--- src/hdl/dr_pkg.sv ---
// shared types, constants and helper functions for the delta r pipeline
`default_nettype none
package dr_pkg;

  localparam int OUT_WIDTH   = 22;
  localparam int SQRT_STEPS  = 32;
  localparam int CORDIC_STEPS = 32;
  localparam int LOG_STEPS   = 28;

  // angles in q30, wide enough for 2pi and signed differences
  typedef logic signed [35:0] ang_t;
  // pseudorapidity in q20
  typedef logic signed [35:0] eta_t;

  localparam ang_t PI_Q30     = 36'sd3373259426;
  localparam ang_t TWO_PI_Q30 = 36'sd6746518852;
  localparam ang_t HALF_PI_Q30 = 36'sd1686629713;
  localparam ang_t THREE_HALF_PI_Q30 = 36'sd5059889139;

  localparam eta_t SENTINEL_Q20 = 36'sd1047527424;
  localparam logic [29:0] LN2_Q30 = 30'd744261118;
  // 56 in q28, removes the q28 scaling of the doubled log2 of |p|+|pz|
  localparam logic signed [36:0] LOG_BIAS = 37'sd15032385536;

  // arctan(2^-i) in q30, rounded to nearest
  function automatic ang_t atan_q30(input int i);
    ang_t a;
    case (i)
      0: a = 36'sd843314857;
      1: a = 36'sd497837829;
      2: a = 36'sd263043837;
      3: a = 36'sd133525159;
      4: a = 36'sd67021687;
      5: a = 36'sd33543516;
      6: a = 36'sd16775851;
      7: a = 36'sd8388437;
      8: a = 36'sd4194283;
      9: a = 36'sd2097149;
      31: a = 36'sd1;
      default: a = 36'sd1 <<< (30 - i);
    endcase
    return a;
  endfunction

  // position of the highest set bit, zero for a zero word
  function automatic logic [4:0] msb32(input logic [31:0] v);
    logic [4:0] n;
    n = '0;
    for (int i = 0; i < 32; i++) begin
      if (v[i]) n = 5'(i);
    end
    return n;
  endfunction

endpackage
`default_nettype wire

--- src/hdl/dr_isqrt.sv ---
// pipelined 64-bit truncating integer square root, one result bit per stage
`default_nettype none
module dr_isqrt (
  input  wire logic        clk,
  input  wire logic        en,
  input  wire logic [63:0] rad,
  output      logic [31:0] root
);

  localparam int N = dr_pkg::SQRT_STEPS;

  logic [63:0] v_r   [0:N-1];
  logic [63:0] r_r   [0:N-1];
  logic [63:0] v_in  [0:N-1];
  logic [63:0] r_in  [0:N-1];
  logic [63:0] v_nxt [0:N-1];
  logic [63:0] r_nxt [0:N-1];

  for (genvar j = 0; j < N; j++) begin : g_in
    if (j == 0) begin : g_first
      assign v_in[j] = rad;
      assign r_in[j] = '0;
    end else begin : g_next
      assign v_in[j] = v_r[j-1];
      assign r_in[j] = r_r[j-1];
    end
  end

  always_comb begin
    logic [63:0] b;
    logic [63:0] trial;
    for (int j = 0; j < N; j++) begin
      b = 64'd1 << (62 - 2 * j);
      trial = r_in[j] + b;
      if (v_in[j] >= trial) begin
        v_nxt[j] = v_in[j] - trial;
        r_nxt[j] = (r_in[j] >> 1) + b;
      end else begin
        v_nxt[j] = v_in[j];
        r_nxt[j] = r_in[j] >> 1;
      end
    end
  end

  always_ff @(posedge clk) begin
    if (en) begin
      for (int j = 0; j < N; j++) begin
        v_r[j] <= v_nxt[j];
        r_r[j] <= r_nxt[j];
      end
    end
  end

  assign root = r_r[N-1][31:0];

endmodule
`default_nettype wire

--- config.mk ---
export PLATFORM = sky130hd
export DESIGN_NAME = dr_isqrt
export DESIGN_NICKNAME = d
export VERILOG_FILES = /design/src/hdl/dr_pkg.sv /design/src/hdl/dr_isqrt.sv
export SDC_FILE = /design/constraint.sdc
export NUM_CORES = 2
export LEC_CHECK = 0
export BUFFER_PORTS_ARGS = -buffer_cell sky130_fd_sc_hd__clkbuf_2
export CORE_MARGIN = 3
export CORE_UTILIZATION = 50
export DETAILED_ROUTE_END_ITERATION = 6
export HOLD_SLACK_MARGIN = 0.05
export MAX_ROUTING_LAYER = met4
export PLACE_DENSITY = 0.65
export SLEW_MARGIN = 20
export SYNTH_ARGS = -nofsm -noshare
export SYNTH_HDL_FRONTEND = slang
export SYNTH_SLANG_ARGS = --single-unit
--- constraint.sdc ---
create_clock -name clk -period 4.3 [get_ports clk]
set_input_delay 0.645 -clock clk [delete_from_list [all_inputs] [get_ports clk]]
set_output_delay 0.645 -clock clk [all_outputs]
set_load 0.01 [all_outputs]
Word level (Yosys, flattened, before mapping)
Memory sizes are Yosys's and may differ from the RTL's. Index checks and enable logic that the tools add are counted.

Bits in registers: 0. Memory bits (writable): 4096. Input port bits: 66. Output and inout port bits: 32. Logic and storage cells: 194. Memories kept: 2.

Memory list: r_r (depth 32, width 64, rd ports 32, clocked after Yosys merged registers in 0, wr ports 32, RTL line dr_isqrt.sv:13) `logic [63:0] r_r [0:N-1];`; v_r (depth 32, width 64, rd ports 31, clocked after Yosys merged registers in 0, wr ports 32, RTL line dr_isqrt.sv:12) `logic [63:0] v_r [0:N-1];`.

$add $sub $neg: 94. $lt $le $gt $ge: 32. Mux-type cells: 66.

Operators with widths (count): two-way mux 64 bit (63); >= comparator 64 bit (31); subtractor 64 bit (31); adder 63 x 1 -> 64 bit (second input constant) (1); adder 63 x 11 -> 64 bit (second input constant) (1); adder 63 x 13 -> 64 bit (second input constant) (1); adder 63 x 15 -> 64 bit (second input constant) (1); adder 63 x 17 -> 64 bit (second input constant) (1); adder 63 x 19 -> 64 bit (second input constant) (1); adder 63 x 21 -> 64 bit (second input constant) (1); adder 63 x 23 -> 64 bit (second input constant) (1); adder 63 x 25 -> 64 bit (second input constant) (1); adder 63 x 27 -> 64 bit (second input constant) (1); adder 63 x 29 -> 64 bit (second input constant) (1); adder 63 x 3 -> 64 bit (second input constant) (1); adder 63 x 31 -> 64 bit (second input constant) (1); adder 63 x 33 -> 64 bit (second input constant) (1); adder 63 x 35 -> 64 bit (second input constant) (1); adder 63 x 37 -> 64 bit (second input constant) (1); adder 63 x 39 -> 64 bit (second input constant) (1); adder 63 x 41 -> 64 bit (second input constant) (1); adder 63 x 43 -> 64 bit (second input constant) (1); adder 63 x 45 -> 64 bit (second input constant) (1); adder 63 x 47 -> 64 bit (second input constant) (1); other kinds (45) (46).

Longest topological paths before layout
An unclocked memory read counts as a cell.

Depth in word-level cells: 4. Gate-level depth with buffers: 15. Mapped depth without buffers: 12.

Worst setup path before layout
No wires, ideal clock.

Path type: reg-to-reg. Start point: memory v_r[10][52] (netlist: v_r[0][692]). End point: memory v_r[11][43] (netlist: v_r[0][747]) (data pin). Library setup time: 0.254 ns. Arrival time: 3.307 ns. Required time: 4.046 ns. Slack: 0.739 ns. Stages on the path, launching flop included: 11. Path buffers: 2. Period minus slack after synthesis: 3.561 ns. Cell sequence: edfxtp_1 ha_1 or4_1 or4_1 or3_1 or3_1 or3_1 a211o_1 buf_6 buf_4 o21a_1.

RTL lines (RTL line): start, declared (dr_isqrt.sv:12).

==> impl_metrics.json <==
{
  "outcome": "finished, final reports clean",
  "dieArea_um2": 248000,
  "synth_commonest_cells": "edfxtp_1, inv_1, nor2_1",
  "cts_buffers": 289,
  "tns_ns": 0,
  "row_count": 180,
  "initial_core_util": 0.503,
  "cp.arrival_ns": 4.72,
  "power_leakage_nw": 51.1,
  "synth.avg_cell_area_um2": 12.5,
  "synthFlopType": "edfxtp_1",
  "dieWidth_um": 498,
  "drv_slew": 0,
  "seq_area_frac_synth": 0.623,
  "viasPerCell": 5.78,
  "drive_gt1_frac": 0.0770,
  "nFillCells": 19447,
  "ys_ff_latch": 2512,
  "ys_warn_count": 0,
  "synth_cells": 9714,
  "grt_pass1_vias": 76134,
  "r2r_cells": 12,
  "synth_edf_count": 2512,
  "dp_cells": 12943,
  "clock.fmax_ghz": 0.244,
  "synth_fa_ha_area_frac": 0.0576,
  "grt_remaining_overflow": 0,
  "synth_most_common_cell": "edfxtp_1",
  "drt-pass1-iter-count": 6,
  "ant_nets": 0,
  "min_path_cells": 1,
  "crit_type": "flip-flop to flip-flop",
  "yosysTopAreaCell": "edfxtp_1",
  "place_congestion": 0.955,
  "relSlewSlack": 0.261,
  "synthSimpleGateAreaFrac": 0.124,
  "grt_max_degree": 192,
  "cts-root-buf": "clkbuf_16",
  "clk_path_buf_depth": 4,
  "portBuffers": 97,
  "wl_per_cell_um": 20.8,
  "clk_latency_ns": 0.99,
  "synth_top_family_by_area": "simple AND/OR/NAND/NOR gates",
  "grt_usage": 0.228,
  "report.power.total_mw": 72.5,
  "setup-violations-final": 0,
  "drcViolationCount": 0,
  "maxCapViolCount": 0,
  "hold_viol": 0,
  "finalNetCount": 10737,
  "grt_setup_unrepaired": "no",
  "synth_area_um2": 121000,
  "dpl.hpwl_um": 207000,
  "fin_crit_sh": 0.952,
  "worst_hold_path.endpoint": "v_r[0][873]$_DFFE_PP_",
  "num_vias": 78011,
  "fin_worst_skew_ns": 0.0953,
  "chipHeight_um": 498,
  "area_growth_pct": 12.1,
  "end_kind": "flip-flop",
  "p_per_area_nw_per_um2": 534,
  "hp-class": "input port to flip-flop",
  "ys_types": 90,
  "synth_area_leaders": "edfxtp_1, ha_1, xor2_1",
  "synthXorXnorAreaFrac": 0.0647,
  "synth_compound_area_frac": 0.0946,
  "start_kind": "flip-flop",
  "period_needed_ns": 4.10,
  "core_um2": 241000,
  "min-delay-start": "en",
  "grt_antenna_before_repair": 3,
  "syn_nets": 10338,
  "h-tree-depth": 5,
  "num_io_pins": 98,
  "async_reset_ff_frac": 0,
  "routed_wirelength_um": 281000,
  "vdd_drop_max_v": 0.000428,
  "cts_tree": "yes",
  "timing.rr.start": "v_r[1][676]$_DFFE_PP_",
  "r2r_end": "v_r[1][764]$_DFFE_PP_",
  "crit_required_ns": 4.92,
  "synth_top_area_frac": 0.623,
  "clkSinkCount": 2512,
  "muxShareOfSynthArea": 0.00790,
  "r2r_slack_ns": 0.20,
  "initialDrtViolationCount": 6643,
  "stdcell_count": 13496,
  "cts.clk_slew.worst_paths_ns": 0.06,
  "cp_max_fo": 8,
  "fin_util": 0.564,
  "worst_pin_slew_ns": 1.11,
  "grt_pass1_wl_um": 436000
}
-- per-stage QoR --
step	setup slack (ns)	instance area (um2)	hold slack (ns)
2_1_floorplan	0.739	121000	0.417
3_3_place_gp	0.161	126000	0.422
3_5_place_dp	0.149	126000	0.426
4_1_cts	0.134	136000	0.135
5_1_grt	0.0470	136000	0.147
6_report	0.205	136000	0.194
-- worst max path at each step --
stage / end / from / cells after the start / slack, ns
global placement: v_r[1][764]$_DFFE_PP_ / v_r[1][676]$_DFFE_PP_ / 12 / 0.16
floorplan: v_r[0][747]$_DFFE_PP_ / v_r[0][692]$_DFFE_PP_ / 10 / 0.74
finish: v_r[1][764]$_DFFE_PP_ / v_r[1][676]$_DFFE_PP_ / 12 / 0.20
detailed placement: v_r[1][764]$_DFFE_PP_ / v_r[1][676]$_DFFE_PP_ / 12 / 0.15
CTS: v_r[1][764]$_DFFE_PP_ / v_r[1][676]$_DFFE_PP_ / 12 / 0.13
global route: v_r[1][764]$_DFFE_PP_ / v_r[1][676]$_DFFE_PP_ / 12 / 0.05
-- per-layer routing --
layer / track usage / share of wire / up-vias
met3: 0.0309 / 0.051 / 479
met5: - / 0 / -
met1: 0.308 / 0.44 / 38173
met2: 0.366 / 0.48 / 2093
met4: 0.0613 / 0.026 / 0
li1: - / - / 37266
-- cell families after synthesis --
| family | after synthesis |
|---|---|
| AO/OA/AOI/OAI | 1858 |
| XOR/XNOR | 895 |
| adder cells (fa/ha/maj) | 558 |
| buffers and inverters | 895 |
| flip-flops | 2512 |
| multiplexers | 86 |
| AND/OR/NAND/NOR | 2910 |
-- flip-flops by register name (all words and copies together), names as in the netlist --
signal  flops
r_r       528
v_r      1984
-- final cells by class --
class / instances / area, um2 / share of cell area
clock buffer: 347 / 7560 / 0.0557
tap: 3185 / 3990 / 0.0294
sequential: 2512 / 75400 / 0.556
timing repair buffer: 313 / 2540 / 0.0187
antenna: 2 / 5.00 / 0.0000369
multi-input combinational: 6307 / 42300 / 0.312
clock inverter: 140 / 1330 / 0.00980
inverter: 690 / 2590 / 0.0191
-- placed cells by master, fill, tap and decap left out, drive strengths merged, types with 105 or more instances in the layout --
cell	n
xor2	451
nand3	181
ha	558
nor2	637
nor4	338
buf	153
nand2	636
clkbuf	443
a21o	235
xnor2	444
o21ai	477
inv	694
a21oi	600
nand4	165
nor3	277
edfxtp	2512
nand2b	105
-- repair_timing --
item | 4_1_cts | 5_1_grt
setup endpoints to repair | 0 | 13
resized for setup | 0 | 2
buffers inserted | 0 | 0
hold buffers | 64 | 0
hold endpoints to repair | 64 | 0
-- critical path: stages (launching register included) --
cell and delay (ns):
edfxtp_1 0.42, ha_1 0.45, or4b_2 0.74, nor4_2 0.48
a41oi_1 0.22, nand3_1 0.19, or3_1 0.20, nor2_2 0.08
inv_2 0.24, o41ai_1 0.22, buf_4 0.19, nor4_1 0.29
xor2_1 0.12
-- where the power goes --
| group | internal (mW) | switching (mW) | total [mW] |
|---|---|---|---|
| clock network | 13.9 | 9.40 | 23.3 |
| logic | 6.36 | 9.10 | 15.5 |
| registers | 31.2 | 2.51 | 33.7 |
| total | 51.4 | 21.0 | 72.5 |
Power figures use the tool's default switching activity.
